### src/design/rrf_pkg.sv
// ---------------------------------------------------------------------------
// rrf_pkg
// shared types and constants of the reply framer
// ---------------------------------------------------------------------------
`default_nettype none
package rrf_pkg;

	localparam int MAX_DEPTH = 16;
	localparam int LVL_W     = $clog2(MAX_DEPTH) + 1;
	localparam int IDX_W     = (MAX_DEPTH > 1) ? $clog2(MAX_DEPTH) : 1;
	localparam int VAL_W     = 63;
	localparam int LEN_W     = 17;
	localparam int CFG_W     = 16;

	localparam logic [CFG_W-1:0] HDR_LEN_RESET = 16'd512;

	localparam logic [7:0] CH_PLUS  = 8'h2B;
	localparam logic [7:0] CH_MINUS = 8'h2D;
	localparam logic [7:0] CH_COLON = 8'h3A;
	localparam logic [7:0] CH_BULK  = 8'h24;
	localparam logic [7:0] CH_ARRAY = 8'h2A;
	localparam logic [7:0] CH_CR    = 8'h0D;
	localparam logic [7:0] CH_LF    = 8'h0A;

	typedef enum logic [2:0] {
		ST_OK         = 3'd0,
		ST_MALFORMED  = 3'd1,
		ST_TOO_LONG   = 3'd2,
		ST_TOO_DEEP   = 3'd3,
		ST_INCOMPLETE = 3'd4
	} status_t;

	typedef enum logic [2:0] {
		RT_SIMPLE = 3'd0,
		RT_ERROR  = 3'd1,
		RT_INT    = 3'd2,
		RT_BULK   = 3'd3,
		RT_ARRAY  = 3'd4
	} rtype_t;

	typedef struct packed {
		logic    count;
		logic    start;
		logic    feed;
		logic    load_bulk;
		logic    bulk_dec;
		logic    push;
		logic    pop;
		logic    dec;
		logic    load;
		logic    clear;
		logic    emit;
		status_t emit_status;
	} rrf_cmd_t;

	typedef struct packed {
		logic out_free;
		logic is_type;
		logic crlf_hit;
		logic rtype_line;
		logic rtype_bulk;
		logic hdr_bad;
		logic hdr_null;
		logic hdr_zero;
		logic level_full;
		logic too_long;
		logic trailer_bad;
		logic bulk_last;
		logic level_zero;
		logic level_one;
		logic top_one;
	} rrf_stat_t;

endpackage
`default_nettype wire

### src/design/rrf_if.sv
// ---------------------------------------------------------------------------
// rrf_in_if / rrf_out_if
// valid/ready channels for stream bytes and framed replies
// ---------------------------------------------------------------------------
`default_nettype none
interface rrf_in_if;
	logic       valid;
	logic       ready;
	logic [7:0] data_byte;
	logic       end_of_input;
	modport source (output valid, output data_byte, output end_of_input, input ready);
	modport sink (input valid, input data_byte, input end_of_input, output ready);
endinterface

interface rrf_out_if;
	logic        valid;
	logic        ready;
	logic [2:0]  status;
	logic [62:0] reply_length;
	logic        is_error_reply;
	modport source (output valid, output status, output reply_length,
		output is_error_reply, input ready);
	modport sink (input valid, input status, input reply_length,
		input is_error_reply, output ready);
endinterface
`default_nettype wire

### src/design/resp_reply_framer_unit.sv
// ---------------------------------------------------------------------------
// resp_reply_framer_unit
// frames top-level replies of a reply byte stream
// ---------------------------------------------------------------------------
// Takes one stream byte per item and emits one result per finished reply,
// per error, and per unfinished reply at an end-of-input byte. A byte that
// finishes a value walks the count stack afterwards in the pop state,
// passing through the load state (stack memory read) for every array it
// closes that sits inside another array. No byte is taken while that walk
// runs or while a result waits unaccepted on the output.
`default_nettype none
module resp_reply_framer_unit import rrf_pkg::*; (
	input  wire logic             clk,
	input  wire logic             arst_n,
	input  wire logic             cfg_wr_en,
	input  wire logic [CFG_W-1:0] cfg_wr_data,
	rrf_in_if.sink                in_item,
	rrf_out_if.source             out_item
);

	// command and status between sequencer and datapath
	rrf_cmd_t  cmd;
	rrf_stat_t stat;
	logic      ready;

	rrf_ctrl u_ctrl (
		.clk          (clk),
		.arst_n       (arst_n),
		.in_valid     (in_item.valid),
		.end_of_input (in_item.end_of_input),
		.in_ready     (ready),
		.stat         (stat),
		.cmd          (cmd)
	);

	rrf_datapath u_dp (
		.clk         (clk),
		.arst_n      (arst_n),
		.cfg_wr_en   (cfg_wr_en),
		.cfg_wr_data (cfg_wr_data),
		.data_byte   (in_item.data_byte),
		.cmd         (cmd),
		.stat        (stat),
		.out_valid   (out_item.valid),
		.out_ready   (out_item.ready),
		.out_status  (out_item.status),
		.out_length  (out_item.reply_length),
		.out_is_err  (out_item.is_error_reply)
	);

	// input side handshake
	assign in_item.ready = ready;

endmodule
`default_nettype wire

### src/design/rrf_datapath.sv
// ---------------------------------------------------------------------------
// rrf_datapath
// header number, line and bulk counters, count stack and result register
// ---------------------------------------------------------------------------
`default_nettype none
module rrf_datapath import rrf_pkg::*; (
	input  wire logic             clk,
	input  wire logic             arst_n,
	input  wire logic             cfg_wr_en,
	input  wire logic [CFG_W-1:0] cfg_wr_data,
	input  wire logic [7:0]       data_byte,
	input  wire rrf_cmd_t         cmd,
	output rrf_stat_t             stat,
	output logic                  out_valid,
	input  wire logic             out_ready,
	output logic [2:0]            out_status,
	output logic [VAL_W-1:0]      out_length,
	output logic                  out_is_err
);

	localparam logic [VAL_W-1:0] LIM63 = {VAL_W{1'b1}};

	logic [CFG_W-1:0] max_len_q;
	rtype_t           rtype_q;
	logic [VAL_W-1:0] hv_q;
	logic             f_sign_q, f_digit_q, f_bad_q, f_cr_q;
	logic [LEN_W-1:0] len_q;
	logic [63:0]      bulk_q;
	logic [VAL_W-1:0] stack_mem [MAX_DEPTH];
	logic [VAL_W-1:0] rd_q;
	logic [VAL_W-1:0] top_q;
	logic [LVL_W-1:0] level_q;
	logic [VAL_W-1:0] bytes_q;
	logic             top_err_q;
	logic             out_valid_q;
	status_t          out_status_q;
	logic [VAL_W-1:0] out_length_q;
	logic             out_is_err_q;

	// next line state
	logic [LEN_W-1:0] len_inc, content;
	logic             new_cr, is_digit;
	logic [VAL_W+3:0] hv_ext, prod;
	logic             n_sign, n_digit, n_bad;
	logic [VAL_W-1:0] n_hv;

	always_comb begin
		len_inc  = (len_q == {LEN_W{1'b1}}) ? len_q : len_q + LEN_W'(1);
		new_cr   = (data_byte == CH_CR);
		content  = len_inc - LEN_W'(new_cr);
		is_digit = (data_byte >= 8'h30) && (data_byte <= 8'h39);
		hv_ext   = {4'b0, hv_q};
		prod     = (hv_ext << 3) + (hv_ext << 1) + {{VAL_W{1'b0}}, data_byte[3:0]};
		n_sign   = f_sign_q;
		n_digit  = f_digit_q;
		n_bad    = f_bad_q | f_cr_q;
		n_hv     = hv_q;
		if (!new_cr) begin
			if (data_byte == CH_MINUS && len_inc == LEN_W'(1)) begin
				n_sign = 1'b1;
			end else if (is_digit) begin
				n_digit = 1'b1;
				if (|prod[VAL_W+3:VAL_W]) begin
					n_bad = 1'b1;
					n_hv  = LIM63;
				end else begin
					n_hv = prod[VAL_W-1:0];
				end
			end else begin
				n_bad = 1'b1;
			end
		end
	end

	always_comb begin
		stat.out_free    = !out_valid_q || out_ready;
		stat.is_type     = (data_byte == CH_PLUS) || (data_byte == CH_MINUS) ||
			(data_byte == CH_COLON) || (data_byte == CH_BULK) || (data_byte == CH_ARRAY);
		stat.crlf_hit    = f_cr_q && (data_byte == CH_LF);
		stat.rtype_line  = (rtype_q == RT_SIMPLE) || (rtype_q == RT_ERROR) ||
			(rtype_q == RT_INT);
		stat.rtype_bulk  = (rtype_q == RT_BULK);
		stat.hdr_bad     = f_bad_q || !f_digit_q || (f_sign_q && hv_q > VAL_W'(1));
		stat.hdr_null    = f_sign_q && (hv_q == VAL_W'(1));
		stat.hdr_zero    = (hv_q == '0);
		stat.level_full  = (level_q >= LVL_W'(MAX_DEPTH));
		stat.too_long    = content > {1'b0, max_len_q};
		stat.trailer_bad = (bulk_q == 64'd2 && data_byte != CH_CR) ||
			(bulk_q == 64'd1 && data_byte != CH_LF);
		stat.bulk_last   = (bulk_q == 64'd1);
		stat.level_zero  = (level_q == '0);
		stat.level_one   = (level_q == LVL_W'(1));
		stat.top_one     = (top_q == VAL_W'(1));
	end

	// count stack: top entry lives in top_q, parents in the memory
	always_ff @(posedge clk) begin
		if (cmd.push && level_q != '0)
			stack_mem[IDX_W'(level_q - LVL_W'(1))] <= top_q;
		if (cmd.pop && level_q >= LVL_W'(2))
			rd_q <= stack_mem[IDX_W'(level_q - LVL_W'(2))];
	end

	always_ff @(posedge clk) begin
		if (cmd.start) begin
			hv_q  <= '0;
			len_q <= '0;
		end else if (cmd.feed) begin
			hv_q  <= n_hv;
			len_q <= len_inc;
		end
		if (cmd.load_bulk)
			bulk_q <= {1'b0, hv_q} + 64'd2;
		else if (cmd.bulk_dec)
			bulk_q <= bulk_q - 64'd1;
		if (cmd.push)
			top_q <= hv_q;
		else if (cmd.dec)
			top_q <= top_q - VAL_W'(1);
		else if (cmd.load)
			top_q <= rd_q;
		if (cmd.emit) begin
			out_status_q <= cmd.emit_status;
			out_length_q <= (cmd.emit_status == ST_OK) ? bytes_q : '0;
			out_is_err_q <= (cmd.emit_status == ST_OK) ? top_err_q : 1'b0;
		end
	end

	always_ff @(posedge clk or negedge arst_n) begin
		if (!arst_n) begin
			max_len_q   <= HDR_LEN_RESET;
			rtype_q     <= RT_SIMPLE;
			f_sign_q    <= 1'b0;
			f_digit_q   <= 1'b0;
			f_bad_q     <= 1'b0;
			f_cr_q      <= 1'b0;
			level_q     <= '0;
			bytes_q     <= '0;
			top_err_q   <= 1'b0;
			out_valid_q <= 1'b0;
		end else begin
			if (cfg_wr_en)
				max_len_q <= cfg_wr_data;
			if (cmd.start) begin
				rtype_q   <= rtype_t'((data_byte == CH_MINUS) ? RT_ERROR :
					(data_byte == CH_COLON) ? RT_INT :
					(data_byte == CH_BULK)  ? RT_BULK :
					(data_byte == CH_ARRAY) ? RT_ARRAY : RT_SIMPLE);
				f_sign_q  <= 1'b0;
				f_digit_q <= 1'b0;
				f_bad_q   <= 1'b0;
				f_cr_q    <= 1'b0;
				if (level_q == '0)
					top_err_q <= (data_byte == CH_MINUS);
			end else if (cmd.feed) begin
				f_sign_q  <= n_sign;
				f_digit_q <= n_digit;
				f_bad_q   <= n_bad;
				f_cr_q    <= new_cr;
			end
			if (cmd.clear) begin
				level_q   <= '0;
				bytes_q   <= '0;
				top_err_q <= 1'b0;
			end else begin
				if (cmd.count && bytes_q != LIM63)
					bytes_q <= bytes_q + VAL_W'(1);
				if (cmd.push)
					level_q <= level_q + LVL_W'(1);
				else if (cmd.pop)
					level_q <= level_q - LVL_W'(1);
			end
			if (cmd.emit)
				out_valid_q <= 1'b1;
			else if (out_ready)
				out_valid_q <= 1'b0;
		end
	end

	assign out_valid  = out_valid_q;
	assign out_status = out_status_q;
	assign out_length = out_length_q;
	assign out_is_err = out_is_err_q;

	a_level_bound: assert property (@(posedge clk) disable iff (!arst_n)
		level_q <= LVL_W'(MAX_DEPTH)) else $error("stack level past depth");
	a_no_overwrite: assert property (@(posedge clk) disable iff (!arst_n)
		cmd.emit |-> (!out_valid_q || out_ready)) else $error("result overwritten");
	a_push_room: assert property (@(posedge clk) disable iff (!arst_n)
		cmd.push |-> (level_q < LVL_W'(MAX_DEPTH)) && (hv_q != '0))
		else $error("bad push");
	a_pop_nonempty: assert property (@(posedge clk) disable iff (!arst_n)
		(cmd.pop || cmd.dec) |-> (level_q != '0)) else $error("pop on empty stack");

endmodule
`default_nettype wire

### src/design/rrf_ctrl.sv
// ---------------------------------------------------------------------------
// rrf_ctrl
// parse phase state machine and stack pop sequencer
// ---------------------------------------------------------------------------
`default_nettype none
module rrf_ctrl import rrf_pkg::*; (
	input  wire logic      clk,
	input  wire logic      arst_n,
	input  wire logic      in_valid,
	input  wire logic      end_of_input,
	output logic           in_ready,
	input  wire rrf_stat_t stat,
	output rrf_cmd_t       cmd
);

	typedef enum logic [5:0] {
		S_TYPE = 6'b000001,
		S_LINE = 6'b000010,
		S_BULK = 6'b000100,
		S_SKIP = 6'b001000,
		S_POP  = 6'b010000,
		S_LOAD = 6'b100000
	} state_t;

	state_t state_q, state_d;
	logic   eoi_q, accept;

	assign in_ready = stat.out_free &&
		(state_q == S_TYPE || state_q == S_LINE || state_q == S_BULK || state_q == S_SKIP);
	assign accept = in_valid && in_ready;

	always_comb begin
		cmd     = '0;
		state_d = state_q;
		unique case (state_q)
			S_TYPE: begin
				if (accept) begin
					cmd.count = 1'b1;
					if (!stat.is_type) begin
						cmd.emit = 1'b1; cmd.emit_status = ST_MALFORMED; cmd.clear = 1'b1;
						state_d = end_of_input ? S_TYPE : S_SKIP;
					end else begin
						cmd.start = 1'b1;
						state_d   = S_LINE;
						if (end_of_input) begin
							cmd.emit = 1'b1; cmd.emit_status = ST_INCOMPLETE; cmd.clear = 1'b1;
							state_d = S_TYPE;
						end
					end
				end
			end
			S_LINE: begin
				if (accept) begin
					cmd.count = 1'b1;
					if (stat.crlf_hit) begin
						if (stat.rtype_line || (!stat.hdr_bad && stat.hdr_null)) begin
							state_d = S_POP;
						end else if (stat.hdr_bad) begin
							cmd.emit = 1'b1; cmd.emit_status = ST_MALFORMED; cmd.clear = 1'b1;
							state_d = end_of_input ? S_TYPE : S_SKIP;
						end else if (stat.rtype_bulk) begin
							cmd.load_bulk = 1'b1;
							state_d = S_BULK;
							if (end_of_input) begin
								cmd.emit = 1'b1; cmd.emit_status = ST_INCOMPLETE;
								cmd.clear = 1'b1; state_d = S_TYPE;
							end
						end else if (stat.hdr_zero) begin
							state_d = S_POP;
						end else if (stat.level_full) begin
							cmd.emit = 1'b1; cmd.emit_status = ST_TOO_DEEP; cmd.clear = 1'b1;
							state_d = end_of_input ? S_TYPE : S_SKIP;
						end else begin
							cmd.push = 1'b1;
							state_d  = S_TYPE;
							if (end_of_input) begin
								cmd.emit = 1'b1; cmd.emit_status = ST_INCOMPLETE;
								cmd.clear = 1'b1;
							end
						end
					end else begin
						cmd.feed = 1'b1;
						if (stat.too_long) begin
							cmd.emit = 1'b1; cmd.emit_status = ST_TOO_LONG; cmd.clear = 1'b1;
							state_d = end_of_input ? S_TYPE : S_SKIP;
						end else if (end_of_input) begin
							cmd.emit = 1'b1; cmd.emit_status = ST_INCOMPLETE; cmd.clear = 1'b1;
							state_d = S_TYPE;
						end
					end
				end
			end
			S_BULK: begin
				if (accept) begin
					cmd.count = 1'b1;
					if (stat.trailer_bad) begin
						cmd.emit = 1'b1; cmd.emit_status = ST_MALFORMED; cmd.clear = 1'b1;
						state_d = end_of_input ? S_TYPE : S_SKIP;
					end else begin
						cmd.bulk_dec = 1'b1;
						if (stat.bulk_last) begin
							state_d = S_POP;
						end else if (end_of_input) begin
							cmd.emit = 1'b1; cmd.emit_status = ST_INCOMPLETE; cmd.clear = 1'b1;
							state_d = S_TYPE;
						end
					end
				end
			end
			S_SKIP: begin
				if (accept && end_of_input)
					state_d = S_TYPE;
			end
			S_POP: begin
				state_d = S_TYPE;
				if (stat.level_zero) begin
					cmd.emit = 1'b1; cmd.emit_status = ST_OK; cmd.clear = 1'b1;
				end else if (stat.top_one) begin
					cmd.pop = 1'b1;
					if (stat.level_one) begin
						cmd.emit = 1'b1; cmd.emit_status = ST_OK; cmd.clear = 1'b1;
					end else begin
						state_d = S_LOAD;
					end
				end else begin
					cmd.dec = 1'b1;
					if (eoi_q) begin
						cmd.emit = 1'b1; cmd.emit_status = ST_INCOMPLETE; cmd.clear = 1'b1;
					end
				end
			end
			S_LOAD: begin
				cmd.load = 1'b1;
				state_d  = S_POP;
			end
			default: state_d = S_TYPE;
		endcase
	end

	always_ff @(posedge clk or negedge arst_n) begin
		if (!arst_n) begin
			state_q <= S_TYPE;
			eoi_q   <= 1'b0;
		end else begin
			state_q <= state_d;
			if (accept)
				eoi_q <= end_of_input;
		end
	end

	a_pop_no_accept: assert property (@(posedge clk) disable iff (!arst_n)
		(state_q == S_POP || state_q == S_LOAD) |-> !in_ready)
		else $error("byte taken during pop");
	a_load_follows_pop: assert property (@(posedge clk) disable iff (!arst_n)
		(state_q == S_LOAD) |-> $past(state_q) == S_POP) else $error("stray load");
	a_skip_silent: assert property (@(posedge clk) disable iff (!arst_n)
		(state_q == S_SKIP) |-> !cmd.emit) else $error("result while skipping");

endmodule
`default_nettype wire

### src/flat_wrapper.sv
// flat-port wrapper written by rule: the top's interface ports become plain ports
module resp_reply_framer_unit_flat import rrf_pkg::*;
  (clk, arst_n, cfg_wr_en, cfg_wr_data, in_item_valid, in_item_data_byte, in_item_end_of_input, in_item_ready, out_item_valid, out_item_status, out_item_reply_length, out_item_is_error_reply, out_item_ready);
  rrf_in_if in_item_i ();
  rrf_out_if out_item_i ();
  input  wire logic clk;
  input  wire logic arst_n;
  input  wire logic cfg_wr_en;
  input  wire logic [CFG_W-1:0] cfg_wr_data;
  input wire logic [$bits(in_item_i.valid)-1:0] in_item_valid;
  input wire logic [$bits(in_item_i.data_byte)-1:0] in_item_data_byte;
  input wire logic [$bits(in_item_i.end_of_input)-1:0] in_item_end_of_input;
  output wire logic [$bits(in_item_i.ready)-1:0] in_item_ready;
  output wire logic [$bits(out_item_i.valid)-1:0] out_item_valid;
  output wire logic [$bits(out_item_i.status)-1:0] out_item_status;
  output wire logic [$bits(out_item_i.reply_length)-1:0] out_item_reply_length;
  output wire logic [$bits(out_item_i.is_error_reply)-1:0] out_item_is_error_reply;
  input wire logic [$bits(out_item_i.ready)-1:0] out_item_ready;
  assign in_item_i.valid = in_item_valid;
  assign in_item_i.data_byte = in_item_data_byte;
  assign in_item_i.end_of_input = in_item_end_of_input;
  assign in_item_ready = in_item_i.ready;
  assign out_item_valid = out_item_i.valid;
  assign out_item_status = out_item_i.status;
  assign out_item_reply_length = out_item_i.reply_length;
  assign out_item_is_error_reply = out_item_i.is_error_reply;
  assign out_item_i.ready = out_item_ready;
  resp_reply_framer_unit u_core (.clk(clk), .arst_n(arst_n), .cfg_wr_en(cfg_wr_en), .cfg_wr_data(cfg_wr_data), .in_item(in_item_i), .out_item(out_item_i));
endmodule
### config.mk
export PLATFORM = sky130hd
export DESIGN_NAME = resp_reply_framer_unit_flat
export DESIGN_NICKNAME = d
export VERILOG_FILES = /design/src/design/rrf_pkg.sv /design/src/design/rrf_if.sv /design/src/design/resp_reply_framer_unit.sv /design/src/design/rrf_datapath.sv /design/src/design/rrf_ctrl.sv /design/src/flat_wrapper.sv
export SDC_FILE = /design/constraint.sdc
export NUM_CORES = 2
export LEC_CHECK = 0
export CORE_MARGIN = 2
export CORE_UTILIZATION = 66
export CTS_BUF_LIST = sky130_fd_sc_hd__clkbuf_2
export DETAILED_ROUTE_END_ITERATION = 12
export DONT_BUFFER_PORTS = 1
export GPL_ROUTABILITY_DRIVEN = 1
export HOLD_SLACK_MARGIN = 0.15
export PLACE_DENSITY = 0.82
export REMOVE_ABC_BUFFERS = 1
export SYNTH_ARGS = -nofsm -noshare
export SYNTH_HDL_FRONTEND = slang
export SYNTH_SLANG_ARGS = --single-unit
### constraint.sdc
create_clock -name clk -period 8.3 [get_ports clk]
set_clock_uncertainty 0.05 [all_clocks]
set_input_delay 0.415 -clock clk [delete_from_list [all_inputs] [get_ports clk]]
set_output_delay 0.415 -clock clk [all_outputs]
set_load 0.05 [all_outputs]
# [Yosys cells after proc, flatten, opt, wreduce, memory -nomap -nowiden]
# Memories as Yosys holds them, arrays and structs flattened. A register that Yosys moved wholly into a read port is not among the register bits.
# Cells that the tools add are included.
[totals] regBits=374 ramBits=1008 input_bits=30 out_inout_bits=69 wordCells=234 mem_count=1
[classes] n_addsub=11 magnitude_cmp=6 n_eq_ne=32 muxes=109 bitwise_logic=3 reduce_logical=53
[mem_list] name="u_core.u_dp.stack_mem" words=16 width=63 rd=1 rd_clocked_by_memory_dff=1 wr=1 line="rrf_datapath.sv:29" source="logic [VAL_W-1:0] stack_mem [MAX_DEPTH];"
[ops] operator="63-bit 2-to-1 mux" n=6
[ops] operator="64-bit 2-to-1 mux" n=2
[ops] operator="63-bit by 1-bit == test with 1-bit output (second input constant)" n=2
[ops] operator="5-bit 2-to-1 mux" n=22
[ops] operator="6-bit 2-to-1 mux" n=16
[ops] operator="66-bit by 64-bit adder with 67-bit output" n=1
[ops] operator="67-bit by 4-bit adder with 67-bit output" n=1
[ops] operator="63-bit by 2-bit adder with 64-bit output (second input constant)" n=1
[ops] operator="64-bit by 1-bit == test with 1-bit output (second input constant)" n=1
[ops] operator="64-bit by 2-bit == test with 1-bit output (second input constant)" n=1
[ops] operator="64-bit by 1-bit subtractor with 64-bit output (second input constant)" n=1
[ops] operator="63-bit by 1-bit adder with 63-bit output (second input constant)" n=1
[ops] operator="63-bit by 1-bit > comparator with 1-bit output (second input constant)" n=1
[ops] operator="63-bit zero test" n=1
[ops] operator="63-bit inequality test (second input constant)" n=1
[ops] operator="63-bit by 1-bit subtractor with 63-bit output (second input constant)" n=1
[ops] operator="1-bit 2-to-1 mux" n=46
[ops] operator="8-bit by 6-bit == test with 1-bit output (second input constant)" n=5
[ops] operator="6-bit case mux with 6 select lines" n=1
[ops] operator="5-bit case mux with 4 select lines" n=1
[ops] operator="17-bit by 1-bit adder with 17-bit output (second input constant)" n=1
[ops] operator="17-bit by 1-bit == test with 1-bit output (second input constant)" n=1
[ops] operator="17-bit == test (second input constant)" n=1
[ops] operator="17-bit by 16-bit > comparator with 1-bit output" n=1
[ops] operator="41 further kinds" n=98

# [Longest topological paths before layout]
[depth] ltp_word=13 ltp_mapped=26 depth_no_buf=23

# [Cells and area by module]
# A second synthesis with hierarchy kept.
[unflattened] cells_unflattened=4473 area_unflattened_um2=65619.2
[by_module_without_submodules] module="rrf_datapath" n_inst=1 cells_each=4339 area_per_inst_um2=64710.8 seq_area_each_um2=41916.5
[by_module_without_submodules] module="rrf_ctrl" n_inst=1 cells_each=134 area_per_inst_um2=908.4 seq_area_each_um2=176.4

# [Least setup slack after synthesis]
# No wires, ideal clock.
[synth_path] path_kind="reg2reg" from="register u_core.u_dp.len_q[0]" to="register u_core.u_dp.out_is_err_q, in the netlist u_core.u_dp.out_is_err (enable)" setup_time_ps=457 t_arrival_ps=6813 required_time_ps=7793 path_slack_ps=980 stages_incl_launch_ff=25 path_buffers=2 synth_period_minus_slack_ps=7320 path_cell_list="dfxtp_1 -> ha_1 -> and4_1 -> buf_2 -> nand4_1 -> nor3_1 -> xnor2_1 -> inv_1 -> ha_1 -> o21ai_1 -> nand2b_1 -> or3b_1 -> mux2_1 -> a31oi_1 -> xnor2_1 -> ha_1 -> nand4_1 -> nor2_1 -> a21boi_0 -> a32o_1 -> nor4_1 -> mux2i_1 -> o221ai_1 -> nand2_1 -> clkbuf_1"
[synth_lines] item="start, declared" line="rrf_datapath.sv:27" source="logic [LEN_W-1:0] len_q;"
[synth_lines] item="start signal, assigned" line="rrf_datapath.sv:110" source="len_q <= len_inc;"
[synth_lines] item="end signal, assigned" line="rrf_datapath.sv:125" source="out_is_err_q <= (cmd.emit_status == ST_OK) ? top_err_q : 1'b0;"
[synth_lines] item="end, declared" line="rrf_datapath.sv:38" source="logic out_is_err_q;"

# [Worst setup path in the final report]
[layout_path] from="input port in_item_data_byte[4]" to="register u_core.u_dp.out_length_q[34], in the netlist u_core.u_dp.out_length[34] (enable)"
[layout_via] elab_chain_len=8 elab_cells_between_ends=27 classes_between="add/sub (1); order compare (1); eq/ne (9); mux (8); reduce/logical (8)"
[layout_lines] item="start, declared" line="flat_wrapper.sv:11" source="input wire logic [$bits(in_item_i.data_byte)-1:0] in_item_data_byte;"
[layout_lines] item="parallel branches: the longest is 7 deep, another holds 17-bit by 1-bit subtractor with 17-bit output"
[layout_lines] item="5-bit case mux with 4 select lines *" line="rrf_ctrl.sv:35" source="unique case (state_q)"
[layout_lines] item="end signal, assigned" line="rrf_datapath.sv:124" source="out_length_q <= (cmd.emit_status == ST_OK) ? bytes_q : '0;"
[layout_lines] item="end, declared" line="rrf_datapath.sv:37" source="logic [VAL_W-1:0] out_length_q;"
# Every way passes the cells marked *.
# A chain may end at the register's enable or synchronous reset.

==> impl_metrics.csv <==
group,metric,value,unit
power,vdd_ir_drop_max,0.245,mV
critical_path,crit_required,9.51,ns
floorplanning,fp.dieArea,0.102,mm²
cts,clkLatencyLatePin,1.70,ns
drt,first_pass_iters,7,
sta,rsz0062_at_grt,"no",
sta,finalSetupViolCount,0,
power,p_leak,26.9,nW
synth,async_flop_share,6.92,%
critical_path,crit_chain,"dlygate4sd3_1, dlygate4sd3_1, or4_1, dlygate4sd3_1, or2_2, dlygate4sd3_1, inv_1, ha_1, o21ai_1, nand2b_1, or3b_1, mux2_1, a31oi_1, xnor2_1, ha_1, nand4_1, nor2_1, nand3_1, a32o_1, nor4_1, mux2i_1, o221ai_1, nand2_4, buf_12",
cts,cts_made_buffers,359,
final_layout,final_common_cell,"edfxtp_1",
critical_path,cpLargestDelayFamily,"buffers and inverters",
sta,slew_violations,0,
cts,htreeDepth,5,
floorplanning,fp.coreArea,0.0983,mm²
power,p_switching,0.00400,W
drt,viasPerCell,6.58,
sta,max_slew_margin,19.1,%
floorplanning,num_io_pins,99,
critical_path,worst-path-buf-inv,6,
final_layout,nets,4948,
cts,cts.sinks,1445,
floorplanning,die_h,319,µm
critical_path,crit_slowest_cell,"dlygate4sd3_1",
grt,grt_usage,32.1,%
critical_path,max_stage_delay,0.69,ns
synth,synthSimpleGateAreaFrac,9.22,%
drt,route.detailed.drc,0,
sta,finalHoldViolations,0,
synth,synth_xor_area_share,4.50,%
critical_path,crit_path_max_fanout,81,
power,internal_power,0.0102,W
sta,min_period_over_period,88.7,%
synth,synth_edf_count,1265,
sta,period_minus_slack,7.36,ns
grt,grt_max_degree,147,
synth,synthCells,4451,
synth,postSynthAreaPerCell,14.7,µm²
drt,wl_per_cell,25.6,µm
floorplanning,start_util,66.6,%
cts,path_clk_slew,0.10,ns
cts,cts-root-buf,"clkbuf_2",
grt,gr-total-overflow,0,
critical_path,worstSetupPathType,"input port to register",
place,dpl.hpwl,92600,µm
floorplanning,num_rows,115,
synth,synth_cell_types,85,
final_layout,syn_to_final_growth,8.47,%
power,combPwrFrac,9.0,%
power,swShare,28.2,%
synth,synth_seq_area_share,64.3,%
hold_path,hold_class,"input port to register",
synth,synth-seq-cells,1445,
drt,drt-total-wl,161000,µm
sta,fin_hold_ws,0.373,ns
floorplanning,die_w,319,µm
synth,yosysWarnings,0,
synth,syn_area,0.0654,mm²
final_layout,drive_above_1_share,19.4,%
cts,cts_tree,"yes",
place,portBuffers,0,
drt,dr_total_vias,41500,
cts,cts_buffer_depth,4,
critical_path,crit_path_end_kind,"register",
sta,worst_slew_pin_slew,1.21,ns
power,clkPwrFrac,32.4,%
critical_path,start_kind,"input port",
grt,grt_pass1_vias,41600,
critical_path,cp_data_arrival_time,8.57,ns
cts,post_cts_buffers,0,
synth,synth-adder-area-share,3.18,%
grt,grt_first_pass_wirelength,247000,µm
power,p_per_area,200,mW/mm²
grt,antenna_found_initial,3,
sta,max_freq,0.136,GHz
synth,synth-main-ff-cell,"edfxtp_1",
run,max_cap_viol_count,0,
run_status,status,"completed",
synth,synth_compound_area_share,6.06,%
place,place_congestion,0.939,
power,power,0.0142,W
final_layout,final_cell_mix,"edfxtp_1, clkbuf_2, nor2_1",
drt,drt_first_iter_violations,5396,
final_layout,num-fill-cells,6173,
drt,ant_nets,0,
power,p_seq_share,58.6,%
synth,synth_top_family_by_area,"multiplexers",
critical_path,path_common_cell,"dlygate4sd3_1",
synth,synth_mux_area_share,11.1,%
==> routing by layer <==
| layer | vias up | GRT usage, % | wire [µm] |
|---|---|---|---|
| li1 | 18100 | - | - |
| met1 | 20400 | 43.9 | 60400 |
| met2 | 2525 | 51.3 | 78300 |
| met3 | 406 | 6.22 | 16700 |
| met4 | 4 | 13.3 | 5560 |
| met5 | - | 0 | 79 |
==> synth_stat cells (5+ instances only) <==
cell type / instances / area [µm²]
buf_1: 28 / 105
a21oi_1: 184 / 921
and2_1: 100 / 626
buf_6: 6 / 67.6
a221oi_1: 5 / 43.8
o22ai_1: 5 / 31.3
nand3_1: 92 / 460
o31ai_1: 8 / 60.1
a211oi_1: 19 / 143
nor2_1: 318 / 1190
nor4_1: 67 / 419
nand4b_1: 6 / 52.6
mux2i_1: 11 / 110
a211o_1: 5 / 43.8
a21boi_0: 8 / 60.1
nor3_1: 85 / 425
inv_1: 55 / 206
edfxtp_1: 1265 / 38000
or3_1: 35 / 219
o21a_1: 11 / 82.6
or4_1: 22 / 165
mux4_2: 315 / 7090
o41ai_1: 6 / 52.6
clkbuf_1: 181 / 679
nand2_1: 301 / 1130
o211ai_1: 10 / 75.1
o21ai_1: 58 / 290
or2_2: 11 / 68.8
and3_1: 39 / 244
o21bai_1: 11 / 82.6
or2_1: 6 / 37.5
nor2b_1: 11 / 68.8
dfxtp_1: 80 / 1600
and4_1: 18 / 158
dfrtp_1: 98 / 2450
xor2_1: 177 / 1550
ha_1: 163 / 2040
nand3b_1: 10 / 75.1
nand2b_1: 18 / 113
nand4_1: 62 / 388
xnor2_1: 159 / 1390
a21o_1: 33 / 248
o21ai_0: 198 / 991
a31oi_1: 82 / 513
==> sequential cells by signal, indices dropped and copies added, names as in the netlist, 3 cells and up, named ones only <==
name                    cells
u_core.u_dp.out_length     63
u_core.u_dp.stack_mem    1008
u_core.u_ctrl.state_q       6
u_core.u_dp.top_q          63
u_core.u_dp.out_status      3
u_core.u_dp.hv_q           63
u_core.u_dp.len_q          16
u_core.u_dp.level_q         5
u_core.u_dp.rtype_q         3
u_core.u_dp.rd_q           63
u_core.u_dp.bulk_q         64
u_core.u_dp.max_len_q      16
u_core.u_dp.bytes_q        63
==> power by group through the flow <==
stage	Combinational (W)	Clock [W]	Sequential, W
final	0.00128	0.00460	0.00831
after global routing	0.00135	0.00501	0.00832
after CTS	0.00126	0.00465	0.00831
after detailed placement	0.00118	0	0.00847
after global placement	0.00118	0	0.00847
after floorplan	0.000838	0	0.00855
==> path summary, 6_finish.rpt <==
check / cells after the start / slack [ns] / endpoint / start
max: 24 / 0.94 / u_core.u_dp.out_length[34] / in_item_data_byte[4]
min: 5 / 0.37 / u_core.u_dp.hv_q[4] / in_item_data_byte[3]
max reg2reg: 24 / 1.55 / u_core.u_dp.out_length[34] / u_core.u_dp.len_q[0]
min reg2reg: 1 / 0.47 / u_core.u_dp.out_length[35] / u_core.u_dp.bytes_q[35]
max in group asynchronous: 5 / 7.13 / u_core.u_ctrl.state_q[0] / arst_n
min in group asynchronous: 5 / 0.46 / u_core.u_dp.bytes_q[43] / arst_n
==> metrics by stage <==
stage,utilization (%),std cells,setup WS (ns),setup TNS (ns),instance area (µm²)
after CTS,72.2,6289,1.18,0,71000
after global routing,72.2,6294,0.664,0,71000
after global placement,67.9,5570,1.70,0,66800
after floorplan,-,4232,-7.24,-8404.03,64600
after detailed placement,67.9,5570,1.58,0,66800
final,72.2,6296,0.937,0,71000
==> worst reg2reg max path, cell delays in order (launching register included) <==
cell,delay (ns)
dfxtp_1,0.40
ha_1,0.29
and4_1,0.36
nand4_1,0.34
nor3_1,0.25
buf_4,0.18
xnor2_1,0.08
inv_1,0.07
ha_1,0.19
o21ai_1,0.14
nand2b_1,0.23
or3b_1,0.45
mux2_1,0.33
a31oi_1,0.21
xnor2_1,0.12
ha_1,0.32
nand4_1,0.09
nor2_1,0.13
nand3_1,0.10
a32o_1,0.29
nor4_1,0.25
mux2i_1,0.18
o221ai_1,0.39
nand2_4,0.60
buf_12,0.50
==> kinds of logic (layout without fill, tap and decap cells) <==
group | Yosys count | after routing
AO/OA/AOI/OAI | 679 | 679
buffers and inverters | 276 | 827
flip-flops | 1445 | 1445
XOR/XNOR | 336 | 336
AND/OR/NAND/NOR | 1221 | 1221
adder cells (fa/ha/maj) | 165 | 165
other | 0 | 7
multiplexers | 329 | 329
==> layout make-up <==
cell class                      count  area [µm²]  share of cell area [%]
Clock inverter                     92         477                   0.672
Antenna cell                        7        17.5                  0.0247
Sequential cell                  1445       42100                    59.3
Multi-Input combinational cell   2730       22400                    31.6
Tap cell                         1287        1610                    2.27
Timing Repair Buffer              160        1560                    2.20
Inverter                           57         214                   0.301
Clock buffer                      518        2590                    3.65
==> timing repair <==
action	4_1_cts	5_1_grt
hold endpoints to repair	638	0
hold buffers	109	0
gates resized for setup	0	0
No activity file was read; power rests on OpenSTA's default activity.
